### src/hdl/ppm_pkg.sv
`timescale 1ns / 1ps
package ppm_pkg;

	localparam int DEF_MAX_PEAKS = 16;

	localparam logic       RST_SAT_EN     = 1'b1;
	localparam logic [15:0] RST_SAT_COEFF = 16'd786;
	localparam logic [15:0] RST_GAIN      = 16'd3840;
	localparam logic [15:0] RST_PEDESTAL  = 16'd224;
	localparam logic [23:0] RST_CHARGE_MIN = 24'd172;
	localparam logic [15:0] RST_TIME_MIN  = 16'd16;
	localparam logic [15:0] RST_TIME_MAX  = 16'd16000;

	localparam logic [2:0] REG_SAT_EN     = 3'd0;
	localparam logic [2:0] REG_SAT_COEFF  = 3'd1;
	localparam logic [2:0] REG_GAIN       = 3'd2;
	localparam logic [2:0] REG_PEDESTAL   = 3'd3;
	localparam logic [2:0] REG_CHARGE_MIN = 3'd4;
	localparam logic [2:0] REG_TIME_MIN   = 3'd5;
	localparam logic [2:0] REG_TIME_MAX   = 3'd6;

	localparam logic [2:0] ST_NEW     = 3'd0;
	localparam logic [2:0] ST_MERGED  = 3'd1;
	localparam logic [2:0] ST_OUTSIDE = 3'd2;
	localparam logic [2:0] ST_FULL    = 3'd3;
	localparam logic [2:0] ST_DUMP    = 3'd4;
	localparam logic [2:0] ST_EMPTY   = 3'd5;

	localparam logic [1:0] KIND_ADD  = 2'd0;
	localparam logic [1:0] KIND_DUMP = 2'd1;
	localparam logic [1:0] KIND_OUT  = 2'd2;

	typedef struct packed {
		logic        sat_en;
		logic [15:0] sat_coeff;
		logic [15:0] gain;
		logic [15:0] pedestal;
		logic [23:0] charge_min;
		logic [15:0] time_min;
		logic [15:0] time_max;
	} cfg_t;

	typedef struct packed {
		logic [1:0]  kind;
		logic [15:0] t;
		logic [23:0] q;
		logic [15:0] w;
	} item_t;

	function automatic logic overlap(input logic [15:0] ta, input logic [15:0] wa,
		input logic [15:0] tb, input logic [15:0] wb);
		logic [16:0] ea;
		logic [16:0] eb;
		ea = {1'b0, ta} + {1'b0, wa};
		eb = {1'b0, tb} + {1'b0, wb};
		return !(({1'b0, ta} > eb) || ({1'b0, tb} > ea));
	endfunction

	function automatic logic [23:0] sat_add24(input logic [23:0] a, input logic [23:0] b);
		logic [24:0] s;
		s = {1'b0, a} + {1'b0, b};
		return s[24] ? 24'hFFFFFF : s[23:0];
	endfunction

endpackage

### src/hdl/ppm_queue.sv
`timescale 1ns / 1ps
module ppm_queue (
	input  logic           clk,
	input  logic           arst_n,
	input  logic           push,
	input  ppm_pkg::item_t push_item,
	output logic           full,
	output logic           not_empty,
	input  logic           pop,
	output ppm_pkg::item_t pop_item
);
	import ppm_pkg::*;

	item_t      slot_q [2];
	logic       wptr_q, rptr_q;
	logic [1:0] fill_q;

	always_ff @(posedge clk or negedge arst_n) begin
		if (!arst_n) begin
			wptr_q <= 1'b0;
			rptr_q <= 1'b0;
			fill_q <= 2'd0;
		end else begin
			if (push) wptr_q <= !wptr_q;
			if (pop) rptr_q <= !rptr_q;
			fill_q <= fill_q + {1'b0, push} - {1'b0, pop};
		end
	end

	always_ff @(posedge clk) begin
		if (push) slot_q[wptr_q] <= push_item;
	end

	assign full      = fill_q == 2'd2;
	assign not_empty = fill_q != 2'd0;
	assign pop_item  = slot_q[rptr_q];
endmodule

### config.mk
export PLATFORM = sky130hd
export DESIGN_NAME = ppm_queue
export DESIGN_NICKNAME = d
export VERILOG_FILES = /design/src/hdl/ppm_pkg.sv /design/src/hdl/ppm_queue.sv
export SDC_FILE = /design/constraint.sdc
export NUM_CORES = 1
export LEC_CHECK = 0
export BUFFER_PORTS_ARGS = -buffer_cell sky130_fd_sc_hd__buf_4
export CAP_MARGIN = 20
export CORE_ASPECT_RATIO = 1.2
export CORE_UTILIZATION = 30
export CTS_CLUSTER_DIAMETER = 60
export DETAILED_ROUTE_END_ITERATION = 7
export GPL_ROUTABILITY_DRIVEN = 0
export SETUP_SLACK_MARGIN = 0.02
export SYNTH_ARGS = -nofsm -noshare
export SYNTH_HDL_FRONTEND = slang
export SYNTH_SLANG_ARGS = --single-unit
### constraint.sdc
create_clock -name clk -period 8.59 [get_ports clk]
set_input_delay 0 -clock clk [delete_from_list [all_inputs] [get_ports clk]]
set_output_delay 0 -clock clk [all_outputs]
set_load 0.005 [all_outputs]
==> flow_summary_export.csv <==
group,metric,value,unit
power,vdd_drop_max,0.146,mV
power,total_power,0.00208,W
global_route,grt_pass1_wl,13100,µm
synthesis,syn_nets,260,
sta,worstMarginPinSlew,0.808,ns
global_route,top_usage_layer,"met2",
global_route,use_met3,3.46,%
routing,ant_nets,0,
clocking,clock_sink_count,120,
global_route,met1_usage,14.0,%
clocking,cts_tree,"done",
floorplan,die_area,15300,µm²
synthesis,syn_area,4430,µm²
global_route,grt_max_degree,59,
power,power.share.clock,33.9,%
floorplan,num_rows,48,
sta,clock_skew,0.0160,ns
floorplan,die_w,113,µm
power,p_leak,2.61,nW
power,p_seq_share,39.4,%
layout,drive_above_1_share,51.9,%
critical_path,path_class,"flop to output port",
global_route,grt_pass1_vias,2646,
critical_path,reg2reg_slack,6.64,ns
routing,drt_iter0_drc,77,
routing,route.detailed.drc,0,
sta,maxSlewViolCount,0,
layout,multi_input_area,791,µm²
power,combPwrFrac,26.6,%
sta,setup_violations,0,
global_route,grt_util_met2,18.7,%
outcome,status,"completed",
power,p_switching,0.000492,W
layout,syn_to_final_growth,52.2,%
synthesis,synth_ff_type,"edfxtp_1",
clocking,cts_buffers,17,
place,dpl_cell_area,5530,µm²
critical_path,cp-start-kind,"flop",
sta,fmax,0.458,GHz
global_route,antenna_found_initial,0,
clocking,clkLatencyLatePin,0.40,ns
synthesis,netlist_top_cells_count,"edfxtp_1, mux2_2, mux2_4, buf_2, dfrtp_1",
layout,design_area,6740,µm²
layout,diodes,0,
synthesis,yosysMostFrequentCell,"edfxtp_1",
sta,tns,0,ns
routing,drtPass1Iterations,4,
sta,rsz0062_at_grt,"false",
synthesis,syn_avg_cell_area,22.6,µm²
sta,post-route-period-util,25.4,%
hold_path,hp-class,"input pin to flop",
global_route,gr-total-overflow,0,
power,power.density,308,nW/µm²
sta,fin_hold_ws,0.321,ns
global_route,gr-usage-all-layers,11.6,%
synthesis,synth_area_leaders,"edfxtp_1, mux2_2, mux2_4",
job,max_cap_violations,0,
synthesis,ys_ff_latch,120,
routing,routed_via_density,4.19,
critical_path,cp_data_arrival_time,2.19,ns
power,internal_power,0.00159,W
synthesis,yosysSeqAreaShare,80.9,%
floorplan,core-area,14400,µm²
place,dp_worst_setup_slack,6.57,ns
clocking,cts_buffer_depth,2,
place,hpwlAfterDp,4810,µm
layout,layout.nets,458,
synthesis,synthArstFlopShare,3.33,%
synthesis,yosysUniqueCellTypes,14,
critical_path,cp_data_required_time,8.59,ns
sta,hold_viol,0,
clocking,cts-root-buf,"clkbuf_16",
floorplan,initial_core_util,30.7,%
routing,drt_wl_total,8180,µm
clocking,htreeDepth,4,
sta,slew_headroom,46.1,%
synthesis,ys_warn_count,0,
sta,fin_ws,6.40,ns
floorplan,die_y,135,µm
clocking,path_clk_slew,0.05,ns
floorplan,io_pins,122,
synthesis,yosysTopAreaCell,"edfxtp_1",
clocking,cts_resized,0,
synthesis,synth-edff-count,116,
routing,wire_per_inst,14.1,µm
routing,via_count,2428,
power,switching_share,23.7,%
layout,regArea,3580,µm²
place,portBuffers,121,
layout,fill_cells,1236,
sta,finalCriticalPeriod,2.19,ns
synthesis,synth_cells,196,
critical_path,crit_fanout,48,
synthesis,synth_top_area_share,78.6,%
critical_path,end_kind,"output port",
layer usage:
| layer | vias up | part of all wire, % |
|---|---|---|
| li1 | 1164 | - |
| met1 | 1182 | 43 |
| met2 | 73 | 51 |
| met3 | 9 | 4.5 |
| met4 | 0 | 1.8 |
| met5 | - | 0 |
worst paths after layout:
check                                 to  cells past startpoint          start
hold / removal             slot_q[0][26]                      2  push_item[26]
min in group asynchronous         wptr_q                      3         arst_n
setup reg to reg           slot_q[1][30]                      2         wptr_q
hold reg to reg                   wptr_q                      1         wptr_q
max in group asynchronous         rptr_q                      3         arst_n
setup / recovery            pop_item[49]                      3         rptr_q
power groups by stage:
stage / clock, W / sequential (W) / combinational (W)
2_1_floorplan: 0 / 0.000817 / 0.000309
3_3_place_gp: 0 / 0.000828 / 0.000542
3_5_place_dp: 0 / 0.000833 / 0.000547
4_1_cts: 0.000727 / 0.000822 / 0.000571
5_1_grt: 0.000754 / 0.000834 / 0.000605
6_report: 0.000706 / 0.000820 / 0.000553
logic make-up after synthesis:
family,count (synthesis),synth area share [%]
and+or+nand+nor,4,0.565
adders and majority gates,2,0.565
xor gates and xnor gates,3,0.932
buffers and inverters,9,1.47
muxes,58,15.6
DFF,120,80.9
critical path, stage by stage, from the launching register on:
cell     delay, ns
dfrtp_2       0.58
buf_4         0.63
mux2_2        0.43
buf_4         0.14
through the flow:
stage / cells / utilization [%]
CTS: 580 / 46.8
floorplan: 196 / -
detailed placement: 488 / 38.4
global route: 580 / 46.8
finish: 580 / 46.8
global placement: 488 / 38.4
placed cells by master, fill, tap and decap left out, drive strengths merged:
master       instances
dlygate4sd3         62
xor3                 1
ha                   2
buf                124
nor2b                2
dfrtp                4
and2                 1
clkinvlp             1
edfxtp             116
inv                  2
xor2                 2
mux2                58
clkbuf              19
bufinv               4
or2                  1
clkinv               6
layout make-up:
class,count,share of cell area [%]
Sequential cell,120,53.2
Timing Repair Buffer,186,23.0
Multi-Input combinational cell,67,11.7
Clock buffer,19,6.42
Tap cell,175,3.25
Clock inverter,11,2.32
Inverter,2,0.111
state kept, by name, summed over array words and instances, names as in the netlist:
signal	cells
rptr_q	1
slot_q	116
wptr_q	1
fill_q	2
what timing repair did:
item | CTS | global route
setup buffers | 0 | 0
hold buffers | 62 | 0
endpoints found under the hold margin | 123 | 0
No activity file was read; power rests on OpenSTA's default activity.
