--- config.mk ---
export PLATFORM = sky130hd
export DESIGN_NAME = ppm_front
export DESIGN_NICKNAME = d
export VERILOG_FILES = /design/src/hdl/ppm_pkg.sv /design/src/hdl/ppm_width.sv /design/src/hdl/ppm_front.sv
export SDC_FILE = /design/constraint.sdc
export NUM_CORES = 2
export LEC_CHECK = 0
export BUFFER_PORTS_ARGS = -buffer_cell sky130_fd_sc_hd__buf_2
export CELL_PAD_IN_SITES_DETAIL_PLACEMENT = 0
export CELL_PAD_IN_SITES_GLOBAL_PLACEMENT = 2
export CORE_UTILIZATION = 45
export DETAILED_ROUTE_END_ITERATION = 8
export MAX_ROUTING_LAYER = met4
export PLACE_DENSITY_LB_ADDON = 0.1
export SETUP_SLACK_MARGIN = 0.15
export SLEW_MARGIN = 0
export SYNTH_ARGS = -nofsm -noshare
export SYNTH_HDL_FRONTEND = slang
export SYNTH_SLANG_ARGS = --single-unit
--- constraint.sdc ---
create_clock -name clk -period 19.5 [get_ports clk]
set_input_delay 0.975 -clock clk [delete_from_list [all_inputs] [get_ports clk]]
set_output_delay 0.975 -clock clk [all_outputs]
set_load 0.005 [all_outputs]
--- src/hdl/ppm_pkg.sv ---
`timescale 1ns / 1ps
package ppm_pkg;

	localparam int DEF_MAX_PEAKS = 16;

	localparam logic       RST_SAT_EN     = 1'b1;
	localparam logic [15:0] RST_SAT_COEFF = 16'd786;
	localparam logic [15:0] RST_GAIN      = 16'd3840;
	localparam logic [15:0] RST_PEDESTAL  = 16'd224;
	localparam logic [23:0] RST_CHARGE_MIN = 24'd172;
	localparam logic [15:0] RST_TIME_MIN  = 16'd16;
	localparam logic [15:0] RST_TIME_MAX  = 16'd16000;

	localparam logic [2:0] REG_SAT_EN     = 3'd0;
	localparam logic [2:0] REG_SAT_COEFF  = 3'd1;
	localparam logic [2:0] REG_GAIN       = 3'd2;
	localparam logic [2:0] REG_PEDESTAL   = 3'd3;
	localparam logic [2:0] REG_CHARGE_MIN = 3'd4;
	localparam logic [2:0] REG_TIME_MIN   = 3'd5;
	localparam logic [2:0] REG_TIME_MAX   = 3'd6;

	localparam logic [2:0] ST_NEW     = 3'd0;
	localparam logic [2:0] ST_MERGED  = 3'd1;
	localparam logic [2:0] ST_OUTSIDE = 3'd2;
	localparam logic [2:0] ST_FULL    = 3'd3;
	localparam logic [2:0] ST_DUMP    = 3'd4;
	localparam logic [2:0] ST_EMPTY   = 3'd5;

	localparam logic [1:0] KIND_ADD  = 2'd0;
	localparam logic [1:0] KIND_DUMP = 2'd1;
	localparam logic [1:0] KIND_OUT  = 2'd2;

	typedef struct packed {
		logic        sat_en;
		logic [15:0] sat_coeff;
		logic [15:0] gain;
		logic [15:0] pedestal;
		logic [23:0] charge_min;
		logic [15:0] time_min;
		logic [15:0] time_max;
	} cfg_t;

	typedef struct packed {
		logic [1:0]  kind;
		logic [15:0] t;
		logic [23:0] q;
		logic [15:0] w;
	} item_t;

	function automatic logic overlap(input logic [15:0] ta, input logic [15:0] wa,
		input logic [15:0] tb, input logic [15:0] wb);
		logic [16:0] ea;
		logic [16:0] eb;
		ea = {1'b0, ta} + {1'b0, wa};
		eb = {1'b0, tb} + {1'b0, wb};
		return !(({1'b0, ta} > eb) || ({1'b0, tb} > ea));
	endfunction

	function automatic logic [23:0] sat_add24(input logic [23:0] a, input logic [23:0] b);
		logic [24:0] s;
		s = {1'b0, a} + {1'b0, b};
		return s[24] ? 24'hFFFFFF : s[23:0];
	endfunction

endpackage

--- src/hdl/ppm_width.sv ---
`timescale 1ns / 1ps
module ppm_width (
	input  logic          clk,
	input  logic          arst_n,
	input  ppm_pkg::cfg_t cfg,
	input  logic          in_valid,
	input  logic [23:0]   q,
	output logic          out_valid,
	output logic [15:0]   w
);
	import ppm_pkg::*;

	logic        v_s1, v_s2, v_s3;
	logic [39:0] p_s1;
	logic        above_s1, sel_s2, ovf_s2;
	logic [28:0] lin_s2;
	logic [48:0] p2_s2;
	logic [15:0] w_s3;
	logic [16:0] ped16;

	assign ped16 = {1'b0, cfg.pedestal} + 17'd16;

	always_ff @(posedge clk or negedge arst_n) begin
		if (!arst_n) begin
			v_s1 <= 1'b0;
			v_s2 <= 1'b0;
			v_s3 <= 1'b0;
		end else begin
			v_s1 <= in_valid;
			v_s2 <= v_s1;
			v_s3 <= v_s2;
		end
	end

	always_ff @(posedge clk) begin
		p_s1     <= {16'd0, q} * {24'd0, cfg.gain};
		above_s1 <= q > cfg.charge_min;
		sel_s2   <= above_s1;
		lin_s2   <= {1'b0, p_s1[39:12]} + {13'd0, cfg.pedestal};
		ovf_s2   <= |p_s1[39:32];
		p2_s2    <= {17'd0, p_s1[31:0]} * {32'd0, ped16};
		if (sel_s2) begin
			w_s3 <= (|lin_s2[28:16]) ? 16'hFFFF : lin_s2[15:0];
		end else begin
			w_s3 <= (ovf_s2 || (|p2_s2[48:32])) ? 16'hFFFF : p2_s2[31:16];
		end
	end

	assign out_valid = v_s3;
	assign w         = w_s3;
endmodule

--- src/hdl/ppm_front.sv ---
`timescale 1ns / 1ps
module ppm_front (
	input  logic           clk,
	input  logic           arst_n,
	input  ppm_pkg::cfg_t  cfg,
	input  logic           start,
	input  logic           cmd,
	input  logic [15:0]    hit_time,
	input  logic [23:0]    hit_light,
	output logic           busy,
	input  logic           q_full,
	output logic           push,
	output ppm_pkg::item_t push_item
);
	import ppm_pkg::*;

	localparam logic [2:0] F_IDLE  = 3'd0;
	localparam logic [2:0] F_MUL   = 3'd1;
	localparam logic [2:0] F_DIV   = 3'd2;
	localparam logic [2:0] F_WID   = 3'd3;
	localparam logic [2:0] F_WWAIT = 3'd4;
	localparam logic [2:0] F_PUSH  = 3'd5;

	logic [2:0]  state_q;
	item_t       item_q;
	logic [40:0] den_q, rem_q;
	logic [23:0] quo_q;
	logic [4:0]  step_q;
	logic [41:0] rem2, diff;
	logic        ge;
	logic        wu_valid;
	logic [15:0] wu_w;

	// restoring divide, one quotient bit per cycle
	assign rem2 = {rem_q, 1'b0};
	assign ge   = rem2 >= {1'b0, den_q};
	assign diff = rem2 - {1'b0, den_q};

	ppm_width u_width (
		.clk       (clk),
		.arst_n    (arst_n),
		.cfg       (cfg),
		.in_valid  (state_q == F_WID),
		.q         (item_q.q),
		.out_valid (wu_valid),
		.w         (wu_w)
	);

	always_ff @(posedge clk or negedge arst_n) begin
		if (!arst_n) begin
			state_q <= F_IDLE;
		end else begin
			unique case (state_q)
				F_IDLE: if (start) begin
					if (cmd) begin
						state_q <= F_PUSH;
					end else if (hit_time < cfg.time_min || hit_time > cfg.time_max) begin
						state_q <= F_PUSH;
					end else if (cfg.sat_en) begin
						state_q <= F_MUL;
					end else begin
						state_q <= F_WID;
					end
				end
				F_MUL:   state_q <= F_DIV;
				F_DIV:   if (step_q == 5'd23) state_q <= F_WID;
				F_WID:   state_q <= F_WWAIT;
				F_WWAIT: if (wu_valid) state_q <= F_PUSH;
				F_PUSH:  if (!q_full) state_q <= F_IDLE;
				default: state_q <= F_IDLE;
			endcase
		end
	end

	always_ff @(posedge clk) begin
		case (state_q)
			F_IDLE: if (start) begin
				item_q.t <= hit_time;
				item_q.q <= hit_light;
				item_q.w <= 16'd0;
				if (cmd) begin
					item_q.kind <= KIND_DUMP;
				end else if (hit_time < cfg.time_min || hit_time > cfg.time_max) begin
					item_q.kind <= KIND_OUT;
				end else begin
					item_q.kind <= KIND_ADD;
				end
			end
			F_MUL: begin
				den_q  <= (41'd1 << 24) + ({25'd0, cfg.sat_coeff} * {17'd0, item_q.q});
				rem_q  <= {17'd0, item_q.q};
				quo_q  <= 24'd0;
				step_q <= 5'd0;
			end
			F_DIV: begin
				rem_q  <= ge ? diff[40:0] : rem2[40:0];
				quo_q  <= {quo_q[22:0], ge};
				step_q <= step_q + 5'd1;
				if (step_q == 5'd23) begin
					item_q.q <= {quo_q[22:0], ge};
				end
			end
			F_WWAIT: if (wu_valid) item_q.w <= wu_w;
			default: ;
		endcase
	end

	assign busy      = state_q != F_IDLE;
	assign push      = (state_q == F_PUSH) && !q_full;
	assign push_item = item_q;
endmodule

==> metrics.txt <==
CP required=20.01 ns; CTS tree=done; final hold viol count=0; FF+latch count, synth=295; Die Y=355 um; CTS Sinks=295; routed length per instance=20.4 um; Max-slew headroom=20.8%; Post-Syn Area per Cell=9.01 um^2; Post-CTS Hold Fix Bufs=0; Placeable Area=124000 um^2; boundary pin count=210; 1st-pass router iterations=6; adder-cell share of the synthesized area=48.7%; fraction of layout cells with a size suffix above 1=6.16%; Post-Synth XOR/XNOR Area=2.67%; status=completed; grt total ovfl=0; cell mode on critical path=fa_1; Crit. End Element=flop; post-DP HPWL=123000 um; CTS H-Tree Depth=2; Total GRT Usage=27.1%; nets@finish=7936; commonest non-fill, non-tap cells in the layout=1381 x inv_1, 1062 x fa_1, 1019 x nand2_1; vias per cell=5.23; initial antenna violation count=0; die area=126000 um^2; period utilization=42.3%; Final Skew=0.0440 ns; CP peak stage delay=0.53 ns; CP Class=in2reg; final setup vio count=0; Post-Route WL=161000 um; Clock transition at path regs=0.06 ns; sequential share of the synthesized area=13.6%; RSZ-0062 raised after global routing=no; largest family of logic cells by synthesized area=adder cells; maximum number of pins on one net before global-route repair=65; # fillers=12200; Worst-Skew Late Latency=0.62 ns; number of global-route vias before repair=43400; Synth Net Count=7917; iteration-0 DRC count of the detailed router=2168; FP Rows=129; via count=41400; Slew Viols, Final=0; PostCTS Resize Cnt=0; drc violations=0; post-synthesis simple-gate area fraction=15.4%; Max Freq=121 MHz; gpl congestion=0.884; worst slew pin tran=1.18 ns; crit-path max FO=32; port bufs=209; post-synthesis cell type count=86; Startpoint Class=primary input; Hold Path Class=in2async; Synth Cell Area=56100 um^2; Synth Flop Type=edfxtp_1; R2R Setup Slk=11.64 ns; post-route minimum period=8.25 ns; ys async rst share=2.03%; Worst Path Arrival=8.77 ns; Die Wd=355 um; Post-Synthesis Cells=6220; TritonCTS Buffers=39; Initial Util=45.3%; synthesis-to-finish area growth=7.01%; Max Root-Sink Buffers=3; most common cell after layout, fill and taps aside=inv_1; synth warn=0; first-pass GRT wire length=257000 um; Max Cap Violations=0; Slowest-stage cell, CP=fa_1; # Post-CTS Setup Buffers=0; DRT antenna net count=0; post-synthesis mux area share=0.571%; Root Driver=clkbuf_16; Post-synth EDFFs=168; Setup TNS=0 ns; Compound-Gate Fraction of Synth Area=7.69%
[per-layer routing]
layer	track usage [%]	routed length [um]
met1	38.4	76200
met2	42.5	74600
met3	2.38	7030
met4	5.53	3240
met5	-	0
[flip-flops by register name, summed over array words and instances, names as in the netlist, 5 cells and up]
register,flops
u_width.p2_s2,33
u_width.p_s1,40
quo_q,23
step_q,5
push_item,58
u_width.w,16
den_q,41
rem_q,41
u_width.lin_s2,29
[area by class of cell]
cell class	count	area (um^2)	share of cell area (%)
Antenna cell	2	5.00	0.00834
Clock buffer	51	1110	1.85
Clock inverter	18	234	0.390
Inverter	1382	5190	8.65
Multi-Input combinational cell	4244	42200	70.4
Sequential cell	295	7620	12.7
Tap cell	1637	2050	3.41
Timing Repair Buffer	277	1560	2.59
[kinds of logic after synthesis]
| family | after synthesis |
|---|---|
| buffers and inverters | 1681 |
| flip-flops | 295 |
| AO/OA/AOI/OAI | 655 |
| AND/OR/NAND/NOR | 1839 |
| adder cells (fa/ha/maj) | 1547 |
| XOR/XNOR | 171 |
| multiplexers | 32 |
[final timing paths]
check / cells after the start / end / from
setup / recovery: 28 / u_width.p2_s2[45] / cfg[60]
hold / removal: 1 / state_q[0] / arst_n
setup reg to reg: 23 / den_q[38] / push_item[23]
hold reg to reg: 0 / u_width.sel_s2 / u_width.above_s1
max in group asynchronous: 1 / u_width.out_valid / arst_n
min in group clk: 0 / u_width.sel_s2 / u_width.above_s1
[critical path, delay by kind of cell]
kind | cells | cell delay [ns]
compound gates | 8 | 2.02
xor+xnor | 2 | 0.27
simple gates | 5 | 0.97
buf+inv | 5 | 0.89
fa+ha+maj | 8 | 3.61
[stage by stage]
stage                     area [um^2]  hold slack (ns)  setup slack [ns]  std cells  util [%]
after global routing            60000            0.164             10.78       7904      48.5
after global placement          58600            0.313             10.64       7835      47.4
after floorplan                 56100            0.310             11.92       6220         -
after CTS                       60000            0.149             11.25       7904      48.5
final                           60000            0.188             11.25       7906      48.5
after detailed placement        58600            0.327             10.64       7835      47.4
[synth_stat cells (6+ instances only)]
library cell	n	area, um^2
o211ai_1	10	75.1
buf_2	8	40.0
nor2_1	112	420
xnor2_1	110	963
a21boi_0	6	45.0
fa_1	1062	21300
a21oi_1	179	896
and4_1	7	61.3
a21o_1	152	1140
mux2i_1	32	320
and2_1	448	2800
xor2_1	61	534
o22ai_1	8	50.1
o31ai_1	9	67.6
edfxtp_1	168	5040
or3_1	11	68.8
nor4_1	11	68.8
nand4_1	46	288
nand2_1	1019	3820
a211oi_1	22	165
nor2b_1	32	200
o21a_1	28	210
dfrtp_1	6	150
nand3_1	54	270
and3_1	28	175
or2_2	7	43.8
ha_1	485	6070
o21bai_1	27	203
inv_1	1381	5180
o22a_1	16	140
a31o_2	9	78.8
dfxtp_1	121	2420
clkbuf_1	283	1060
a31oi_1	19	119
o21ai_0	105	526
nor3_1	27	135
nand2b_1	11	68.8
Power is not shown: default switching activity piles up to over one toggle a cycle in this logic, so the estimate is an artifact.
