[config.mk]
export PLATFORM = sky130hd
export DESIGN_NAME = ppm_back
export DESIGN_NICKNAME = d
export VERILOG_FILES = /design/src/hdl/ppm_pkg.sv /design/src/hdl/ppm_ram.sv /design/src/hdl/ppm_width.sv /design/src/hdl/ppm_back.sv
export SDC_FILE = /design/constraint.sdc
export NUM_CORES = 2
export LEC_CHECK = 0
export ABC_AREA = 1
export BUFFER_PORTS_ARGS = -buffer_cell sky130_fd_sc_hd__buf_2
export CAP_MARGIN = 0
export CORE_MARGIN = 2
export CORE_UTILIZATION = 30
export DETAILED_ROUTE_END_ITERATION = 6
export GPL_ROUTABILITY_DRIVEN = 0
export PLACE_DENSITY = 0.45
export RECOVER_POWER = 50
export SYNTH_ARGS = -nofsm -noshare
export SYNTH_HDL_FRONTEND = slang
export SYNTH_SLANG_ARGS = --single-unit
[constraint.sdc]
create_clock -name clk -period 5.7 [get_ports clk]
set_input_delay 0.855 -clock clk [delete_from_list [all_inputs] [get_ports clk]]
set_output_delay 0.855 -clock clk [all_outputs]
set_load 0.1 [all_outputs]
[src/hdl/ppm_pkg.sv]
`timescale 1ns / 1ps
package ppm_pkg;

	localparam int DEF_MAX_PEAKS = 16;

	localparam logic       RST_SAT_EN     = 1'b1;
	localparam logic [15:0] RST_SAT_COEFF = 16'd786;
	localparam logic [15:0] RST_GAIN      = 16'd3840;
	localparam logic [15:0] RST_PEDESTAL  = 16'd224;
	localparam logic [23:0] RST_CHARGE_MIN = 24'd172;
	localparam logic [15:0] RST_TIME_MIN  = 16'd16;
	localparam logic [15:0] RST_TIME_MAX  = 16'd16000;

	localparam logic [2:0] REG_SAT_EN     = 3'd0;
	localparam logic [2:0] REG_SAT_COEFF  = 3'd1;
	localparam logic [2:0] REG_GAIN       = 3'd2;
	localparam logic [2:0] REG_PEDESTAL   = 3'd3;
	localparam logic [2:0] REG_CHARGE_MIN = 3'd4;
	localparam logic [2:0] REG_TIME_MIN   = 3'd5;
	localparam logic [2:0] REG_TIME_MAX   = 3'd6;

	localparam logic [2:0] ST_NEW     = 3'd0;
	localparam logic [2:0] ST_MERGED  = 3'd1;
	localparam logic [2:0] ST_OUTSIDE = 3'd2;
	localparam logic [2:0] ST_FULL    = 3'd3;
	localparam logic [2:0] ST_DUMP    = 3'd4;
	localparam logic [2:0] ST_EMPTY   = 3'd5;

	localparam logic [1:0] KIND_ADD  = 2'd0;
	localparam logic [1:0] KIND_DUMP = 2'd1;
	localparam logic [1:0] KIND_OUT  = 2'd2;

	typedef struct packed {
		logic        sat_en;
		logic [15:0] sat_coeff;
		logic [15:0] gain;
		logic [15:0] pedestal;
		logic [23:0] charge_min;
		logic [15:0] time_min;
		logic [15:0] time_max;
	} cfg_t;

	typedef struct packed {
		logic [1:0]  kind;
		logic [15:0] t;
		logic [23:0] q;
		logic [15:0] w;
	} item_t;

	function automatic logic overlap(input logic [15:0] ta, input logic [15:0] wa,
		input logic [15:0] tb, input logic [15:0] wb);
		logic [16:0] ea;
		logic [16:0] eb;
		ea = {1'b0, ta} + {1'b0, wa};
		eb = {1'b0, tb} + {1'b0, wb};
		return !(({1'b0, ta} > eb) || ({1'b0, tb} > ea));
	endfunction

	function automatic logic [23:0] sat_add24(input logic [23:0] a, input logic [23:0] b);
		logic [24:0] s;
		s = {1'b0, a} + {1'b0, b};
		return s[24] ? 24'hFFFFFF : s[23:0];
	endfunction

endpackage

[src/hdl/ppm_ram.sv]
`timescale 1ns / 1ps
module ppm_ram #(
	parameter int W = 8,
	parameter int D = 16
) (
	input  logic                 clk,
	input  logic                 we,
	input  logic [$clog2(D)-1:0] waddr,
	input  logic [W-1:0]         wdata,
	input  logic [$clog2(D)-1:0] raddr,
	output logic [W-1:0]         rdata
);
	logic [W-1:0] mem_q [D];

	always_ff @(posedge clk) begin
		if (we) begin
			mem_q[waddr] <= wdata;
		end
		rdata <= mem_q[raddr];
	end
endmodule

[src/hdl/ppm_width.sv]
`timescale 1ns / 1ps
module ppm_width (
	input  logic          clk,
	input  logic          arst_n,
	input  ppm_pkg::cfg_t cfg,
	input  logic          in_valid,
	input  logic [23:0]   q,
	output logic          out_valid,
	output logic [15:0]   w
);
	import ppm_pkg::*;

	logic        v_s1, v_s2, v_s3;
	logic [39:0] p_s1;
	logic        above_s1, sel_s2, ovf_s2;
	logic [28:0] lin_s2;
	logic [48:0] p2_s2;
	logic [15:0] w_s3;
	logic [16:0] ped16;

	assign ped16 = {1'b0, cfg.pedestal} + 17'd16;

	always_ff @(posedge clk or negedge arst_n) begin
		if (!arst_n) begin
			v_s1 <= 1'b0;
			v_s2 <= 1'b0;
			v_s3 <= 1'b0;
		end else begin
			v_s1 <= in_valid;
			v_s2 <= v_s1;
			v_s3 <= v_s2;
		end
	end

	always_ff @(posedge clk) begin
		p_s1     <= {16'd0, q} * {24'd0, cfg.gain};
		above_s1 <= q > cfg.charge_min;
		sel_s2   <= above_s1;
		lin_s2   <= {1'b0, p_s1[39:12]} + {13'd0, cfg.pedestal};
		ovf_s2   <= |p_s1[39:32];
		p2_s2    <= {17'd0, p_s1[31:0]} * {32'd0, ped16};
		if (sel_s2) begin
			w_s3 <= (|lin_s2[28:16]) ? 16'hFFFF : lin_s2[15:0];
		end else begin
			w_s3 <= (ovf_s2 || (|p2_s2[48:32])) ? 16'hFFFF : p2_s2[31:16];
		end
	end

	assign out_valid = v_s3;
	assign w         = w_s3;
endmodule

[src/hdl/ppm_back.sv]
`timescale 1ns / 1ps
module ppm_back #(
	parameter int MAX_PEAKS = ppm_pkg::DEF_MAX_PEAKS
) (
	input  logic           clk,
	input  logic           arst_n,
	input  ppm_pkg::cfg_t  cfg,
	input  logic           q_valid,
	input  ppm_pkg::item_t q_item,
	output logic           pop,
	output logic           result_valid,
	output logic [2:0]     status,
	output logic [15:0]    peak_time,
	output logic [23:0]    peak_charge,
	output logic [15:0]    peak_width,
	output logic [4:0]     peak_count,
	output logic           last
);
	import ppm_pkg::*;

	localparam int IDX_W = $clog2(MAX_PEAKS);
	localparam int CNT_W = $clog2(MAX_PEAKS + 1);

	localparam logic [3:0] B_IDLE  = 4'd0;
	localparam logic [3:0] B_SRD   = 4'd1;
	localparam logic [3:0] B_SCHK  = 4'd2;
	localparam logic [3:0] B_MERGE = 4'd3;
	localparam logic [3:0] B_MWID  = 4'd4;
	localparam logic [3:0] B_MWAIT = 4'd5;
	localparam logic [3:0] B_MWR   = 4'd6;
	localparam logic [3:0] B_MVRD  = 4'd7;
	localparam logic [3:0] B_MVWR  = 4'd8;
	localparam logic [3:0] B_END   = 4'd9;
	localparam logic [3:0] B_DRD   = 4'd10;
	localparam logic [3:0] B_DOUT  = 4'd11;

	logic [3:0]       state_q;
	logic [CNT_W-1:0] cnt_q, cnt_m1, cnt_p1;
	logic [IDX_W-1:0] scan_q, idx_q, other_q, last_ix;
	logic             first_q;
	item_t            it_q;
	logic [15:0]      cur_t_q, cur_w_q, ma_t_q, ma_w_q, mb_t_q;
	logic [23:0]      cur_q_q, ma_q_q, mb_q_q;

	logic             ram_we;
	logic [IDX_W-1:0] ram_waddr, ram_raddr;
	logic [55:0]      ram_wdata, ram_rdata;
	logic [15:0]      rd_t, rd_w;
	logic [23:0]      rd_q;
	logic             scan_last, hit, table_full;
	logic             wu_valid;
	logic [15:0]      wu_w;
	logic             rv_set;

	logic             rv_q, last_q;
	logic [2:0]       st_q;
	logic [15:0]      pt_q, pw_q;
	logic [23:0]      pq_q;
	logic [CNT_W-1:0] pc_q;

	assign cnt_m1     = cnt_q - CNT_W'(1);
	assign cnt_p1     = cnt_q + CNT_W'(1);
	assign last_ix    = cnt_m1[IDX_W-1:0];
	assign scan_last  = CNT_W'(scan_q) == cnt_m1;
	assign table_full = cnt_q == CNT_W'(MAX_PEAKS);
	assign rd_t       = ram_rdata[55:40];
	assign rd_q       = ram_rdata[39:16];
	assign rd_w       = ram_rdata[15:0];

	// first pass tests against the request, later passes against the grown peak
	assign hit = first_q ? overlap(rd_t, rd_w, it_q.t, it_q.w)
		: ((scan_q != idx_q) && overlap(rd_t, rd_w, cur_t_q, cur_w_q));

	assign pop = (state_q == B_IDLE) && q_valid;

	// one-result requests answer straight from idle
	assign rv_set = ((state_q == B_IDLE) && q_valid && ((q_item.kind == KIND_OUT)
		|| ((q_item.kind == KIND_DUMP) && (cnt_q == '0))))
		|| (state_q == B_END) || (state_q == B_DOUT);

	always_comb begin
		ram_we    = 1'b0;
		ram_waddr = idx_q;
		ram_wdata = {cur_t_q, cur_q_q, cur_w_q};
		ram_raddr = (state_q == B_MVRD) ? last_ix : scan_q;
		case (state_q)
			B_MWR: ram_we = 1'b1;
			B_MVWR: begin
				ram_we    = 1'b1;
				ram_waddr = other_q;
				ram_wdata = ram_rdata;
			end
			B_END: if (first_q && !table_full) begin
				ram_we    = 1'b1;
				ram_waddr = cnt_q[IDX_W-1:0];
				ram_wdata = {it_q.t, it_q.q, it_q.w};
			end
			default: ;
		endcase
	end

	ppm_ram #(.W(56), .D(MAX_PEAKS)) u_ram (
		.clk   (clk),
		.we    (ram_we),
		.waddr (ram_waddr),
		.wdata (ram_wdata),
		.raddr (ram_raddr),
		.rdata (ram_rdata)
	);

	ppm_width u_width (
		.clk       (clk),
		.arst_n    (arst_n),
		.cfg       (cfg),
		.in_valid  (state_q == B_MWID),
		.q         (cur_q_q),
		.out_valid (wu_valid),
		.w         (wu_w)
	);

	always_ff @(posedge clk or negedge arst_n) begin
		if (!arst_n) begin
			state_q <= B_IDLE;
			cnt_q   <= '0;
			first_q <= 1'b0;
			rv_q    <= 1'b0;
		end else begin
			rv_q <= rv_set;
			unique case (state_q)
				B_IDLE: if (q_valid) begin
					first_q <= 1'b1;
					case (q_item.kind)
						KIND_OUT: ;
						KIND_DUMP: if (cnt_q != '0) state_q <= B_DRD;
						default: state_q <= (cnt_q == '0) ? B_END : B_SRD;
					endcase
				end
				B_SRD: state_q <= B_SCHK;
				B_SCHK: if (hit) begin
					state_q <= B_MERGE;
				end else if (scan_last) begin
					state_q <= B_END;
				end else begin
					state_q <= B_SRD;
				end
				B_MERGE: state_q <= (cfg.gain != 16'd0) ? B_MWID : B_MWR;
				B_MWID:  state_q <= B_MWAIT;
				B_MWAIT: if (wu_valid) state_q <= B_MWR;
				B_MWR: begin
					first_q <= 1'b0;
					// absorbed entry not at the end: move the last entry into its slot
					if (!first_q && other_q != last_ix && idx_q != other_q) begin
						state_q <= B_MVRD;
					end else begin
						state_q <= B_SRD;
						if (!first_q) cnt_q <= cnt_m1;
					end
				end
				B_MVRD: state_q <= B_MVWR;
				B_MVWR: begin
					cnt_q   <= cnt_m1;
					state_q <= B_SRD;
				end
				B_END: begin
					state_q <= B_IDLE;
					if (first_q && !table_full) cnt_q <= cnt_p1;
				end
				B_DRD: state_q <= B_DOUT;
				B_DOUT: begin
					if (scan_last) begin
						cnt_q   <= '0;
						state_q <= B_IDLE;
					end else begin
						state_q <= B_DRD;
					end
				end
				default: state_q <= B_IDLE;
			endcase
		end
	end

	always_ff @(posedge clk) begin
		case (state_q)
			B_IDLE: if (q_valid) begin
				it_q   <= q_item;
				scan_q <= '0;
				pt_q   <= 16'd0;
				pq_q   <= 24'd0;
				pw_q   <= 16'd0;
				last_q <= 1'b1;
				if (q_item.kind == KIND_OUT) begin
					st_q <= ST_OUTSIDE;
					pc_q <= cnt_q;
				end else begin
					st_q <= ST_EMPTY;
					pc_q <= '0;
				end
			end
			B_SCHK: if (hit) begin
				if (first_q) begin
					idx_q  <= scan_q;
					ma_t_q <= rd_t;
					ma_q_q <= rd_q;
					ma_w_q <= rd_w;
					mb_t_q <= it_q.t;
					mb_q_q <= it_q.q;
				end else if (idx_q == last_ix) begin
					// grown peak is the last entry: it is absorbed into the other one
					idx_q   <= scan_q;
					other_q <= scan_q;
					ma_t_q  <= rd_t;
					ma_q_q  <= rd_q;
					ma_w_q  <= rd_w;
					mb_t_q  <= cur_t_q;
					mb_q_q  <= cur_q_q;
				end else begin
					other_q <= scan_q;
					ma_t_q  <= cur_t_q;
					ma_q_q  <= cur_q_q;
					ma_w_q  <= cur_w_q;
					mb_t_q  <= rd_t;
					mb_q_q  <= rd_q;
				end
			end else if (!scan_last) begin
				scan_q <= scan_q + IDX_W'(1);
			end
			B_MERGE: begin
				cur_t_q <= (mb_t_q > ma_t_q) ? mb_t_q : ma_t_q;
				cur_q_q <= sat_add24(ma_q_q, mb_q_q);
				cur_w_q <= ma_w_q;
			end
			B_MWAIT: if (wu_valid) cur_w_q <= wu_w;
			B_MWR:   scan_q <= '0;
			B_MVWR:  scan_q <= '0;
			B_END: begin
				last_q <= 1'b1;
				if (first_q) begin
					pt_q <= it_q.t;
					pq_q <= it_q.q;
					pw_q <= it_q.w;
					if (table_full) begin
						st_q <= ST_FULL;
						pc_q <= cnt_q;
					end else begin
						st_q <= ST_NEW;
						pc_q <= cnt_p1;
					end
				end else begin
					st_q <= ST_MERGED;
					pt_q <= cur_t_q;
					pq_q <= cur_q_q;
					pw_q <= cur_w_q;
					pc_q <= cnt_q;
				end
			end
			B_DOUT: begin
				st_q   <= ST_DUMP;
				pt_q   <= rd_t;
				pq_q   <= rd_q;
				pw_q   <= rd_w;
				pc_q   <= '0;
				last_q <= scan_last;
				if (!scan_last) scan_q <= scan_q + IDX_W'(1);
			end
			default: ;
		endcase
	end

	assign result_valid = rv_q;
	assign status       = st_q;
	assign peak_time    = pt_q;
	assign peak_charge  = pq_q;
	assign peak_width   = pw_q;
	assign peak_count   = 5'(pc_q);
	assign last         = last_q;
endmodule

==> impl_metrics.toml <==
[timing]
skew_ps = 76.8
hold_viol_final = 0
slew_headroom_pct = -87.2
slew_viol_final = 516
timing.fmax_ghz = 0.162
period_needed_ps = 6170
hold_ws_ps = 178
timing.setup.tns_ps = -13610
report.final.setup_viol = 51
rsz0062_at_grt = "true"
tightest_slew_ps = 2810
finalCritPeriodShare_pct = 108
finalWorstSetupSlack_ps = -474

[logic_synthesis]
synthTopCellsByCount = "nand2_1, inv_1, edfxtp_1, nor2_1, fa_1"
synthCells = 9025
synth-simple-area-share_pct = 12.1
synth.cell_area_um2 = 89400
yosys_warnings = 0
muxShareOfSynthArea_pct = 0.202
seq_area_frac_synth_pct = 44.0
synth_area_per_cell_um2 = 9.90
synth_compound_area_share_pct = 10.6
yosys.area.top_type_share_pct = 39.7
syn_nets = 10380
synth.area.top_cells = "edfxtp_1, fa_1, nand2_1, inv_1, ha_1"
postSynth.asyncResetShare_pct = 1.02
synthFlopType = "edfxtp_1"
synth_top_family_by_area = "adder cells"
synthXorXnorAreaFrac_pct = 1.66
synth_edf_count = 1181
synth_fa_ha_area_share_pct = 23.0
synth_cell_type_count = 59
synth_top_area_cell = "edfxtp_1"
synth_most_common_cell = "nand2_1"
ys_ff_latch = 1372

[die]
die_y_um = 550
design.die.area_um2 = 302000
die_w_um = 550
core-area_um2 = 297000
ios = 233
initial_core_util_pct = 30.1
rows = 200

[critical_path]
rrSetupSlack_ps = -240
cp-start-kind = "input port"
crit_family = "adder cells"
cp_num_cells = 33
worstSetupPathType = "input port to flip-flop"
cp_slowest_stage_delay_ps = 560
critPathCaptureType = "flip-flop"
crit_fanout = 5
cp.required_ps = 6430
reg2reg_from = "u_width.p_s1[12]$_DFF_P_"
critPathSlowestCell = "fa_2"
r2r_cells = 24
crit_path_frequent_cell = "inv_2"
crit_end = "u_width.p2_s2[41]$_DFF_P_"
worstPathArrival_ps = 6900
crit_buf_inv = 10
crit_start = "cfg[60]"
rr_endpoint = "u_width.p2_s2[39]$_DFF_P_"

[clock_network]
clock-sinks = 1372
cts-htree-levels = 4
cts-root-buf = "clkbuf_16"
clockBufferDepth = 4
worstSkewPairLatency_ps = 850
cts_buffers = 163
cts_tree = "done"
clk_pin_slew_ps = 60

[global_route]
grt_usage_pct = 19.8
grt_max_degree = 145
antenna_found_initial = 6
overflow = 0
first_global_vias = 69876
grt_pass1_wl_um = 452000

[drt]
drc = 0
ant_nets = 0
routed_via_density = 4.89
drt_iter0_drc = 4928
vias = 67424
routed_wl_um = 303000
detail_route.wl_per_cell_um = 21.9
firstDrtPassIters = 5

[place]
placed_area_um2 = 101000
post-place-cells = 13417
portBuffers = 183
dp.final_hpwl_um = 216000

[final_layout]
area_delta_synth_final_pct = 21.8
seqCellArea_um2 = 39400
finalNetCount = 11083
multi_input_area_um2 = 45300
drive_above_1_share_pct = 16.5
final.fill_count = 29641
stdcell_count = 13791
stdcell_area_um2 = 109000

[job]
maxCapViolations = 14

[outcome]
violations = "max-capacitance violations, max-slew violations, negative setup slack"
outcome = "finished, violations left"

[min_path]
hp-class = "input port to flip-flop"
==> repair_timing <==
action / 4_1_cts / 5_1_grt
setup buffers: 35 / 53
endpoints found under the hold margin: 2 / 0
gates resized for setup: 217 / 417
gates cloned: 4 / 1
pin swaps: 84 / 223
setup endpoints to repair: 53 / 58
hold buffers: 1 / 0
==> registers in the layout, indices dropped and copies added (netlist names), 5 cells and up <==
signal and flops:
peak_width 16, ma_t_q 16, cnt_q 5, cur_q_q 24, mb_t_q 16, it_q 56
u_ram.rdata 56, mb_q_q 24, peak_count 5, u_ram.mem_q 896, cur_w_q 16, u_width.p2_s2 33
peak_charge 24, ma_q_q 24, u_width.p_s1 40, ma_w_q 16, peak_time 16, u_width.w 16
cur_t_q 16, u_width.lin_s2 29
==> cell families after synthesis <==
kind of cell,after synthesis
buffers and inverters,1984
AND/OR/NAND/NOR,2729
adder cells (fa/ha/maj),1189
flip-flops,1372
XOR/XNOR,168
AO/OA/AOI/OAI,1567
multiplexers,16
==> through the flow <==
| step | worst slack (ps) | utilization [%] |
|---|---|---|
| 4_1_cts | -438 | 36.2 |
| 3_5_place_dp | -1510 | 34.0 |
| 6_report | -474 | 36.7 |
| 2_1_floorplan | -607 | - |
| 5_1_grt | -690 | 36.7 |
| 3_3_place_gp | -1540 | 34.0 |
==> metal layers <==
layer	global-route usage, %	share of wire, %	vias up
li1	-	-	31109
met1	26.0	43	34004
met2	33.6	48	1867
met3	2.19	4.8	444
met4	7.40	4.2	0
met5	0	0	-
==> cells in the final DEF, fill, tap and decap left out, types with 25 or more instances in the layout <==
master     synthesis  layout
a21oi_1          282     238
a21oi_2            2      33
a32o_1            38      38
buf_12             0     107
buf_2             29      88
buf_4              3     576
buf_6              5      46
clkbuf_1         399     183
clkbuf_16          0     167
clkbuf_8           0      25
dfxtp_1          177     177
edfxtp_1        1181    1181
fa_1             758     728
fa_2               0      30
ha_1             431     376
ha_4               0      50
inv_1           1525    1432
inv_2             10      89
nand2_1         1579    1499
nand2_2            0      53
nand2_4            0      26
nand3_1          188     178
nand4_1           28      28
nor2_1           825     737
nor2_2             2      39
nor2_4             2      53
nor3_1            45      42
o211ai_1          70      70
o21ai_0          670     640
o21ai_1           74      77
o221ai_1         224     222
o22ai_1           61      61
xnor2_1           58      50
xor2_1           109     100
==> final cells by class <==
class,instances,area share (%)
inverter,1540,5.37
timing repair buffer,981,7.56
clock buffer,228,4.28
sequential,1372,36.2
multi-input combinational,5670,41.6
antenna,3,0.00690
tap,3939,4.53
clock inverter,58,0.491
==> worst min-delay path by stage <==
stage	startpoint	to	slack [ps]	cells after the start
after floorplan	u_width.above_s1$_DFF_P_	u_width.sel_s2$_DFF_P_	310	0
after global placement	u_width.above_s1$_DFF_P_	u_width.sel_s2$_DFF_P_	310	0
after detailed placement	u_width.above_s1$_DFF_P_	u_width.sel_s2$_DFF_P_	310	0
after CTS	q_item[34]	it_q[34]$_DFFE_PP_	130	1
after global routing	q_item[19]	it_q[19]$_DFFE_PP_	150	1
final	q_item[19]	it_q[19]$_DFFE_PP_	180	1
Power is not shown: default switching activity piles up to over one toggle a cycle in this logic, so the estimate is an artifact.
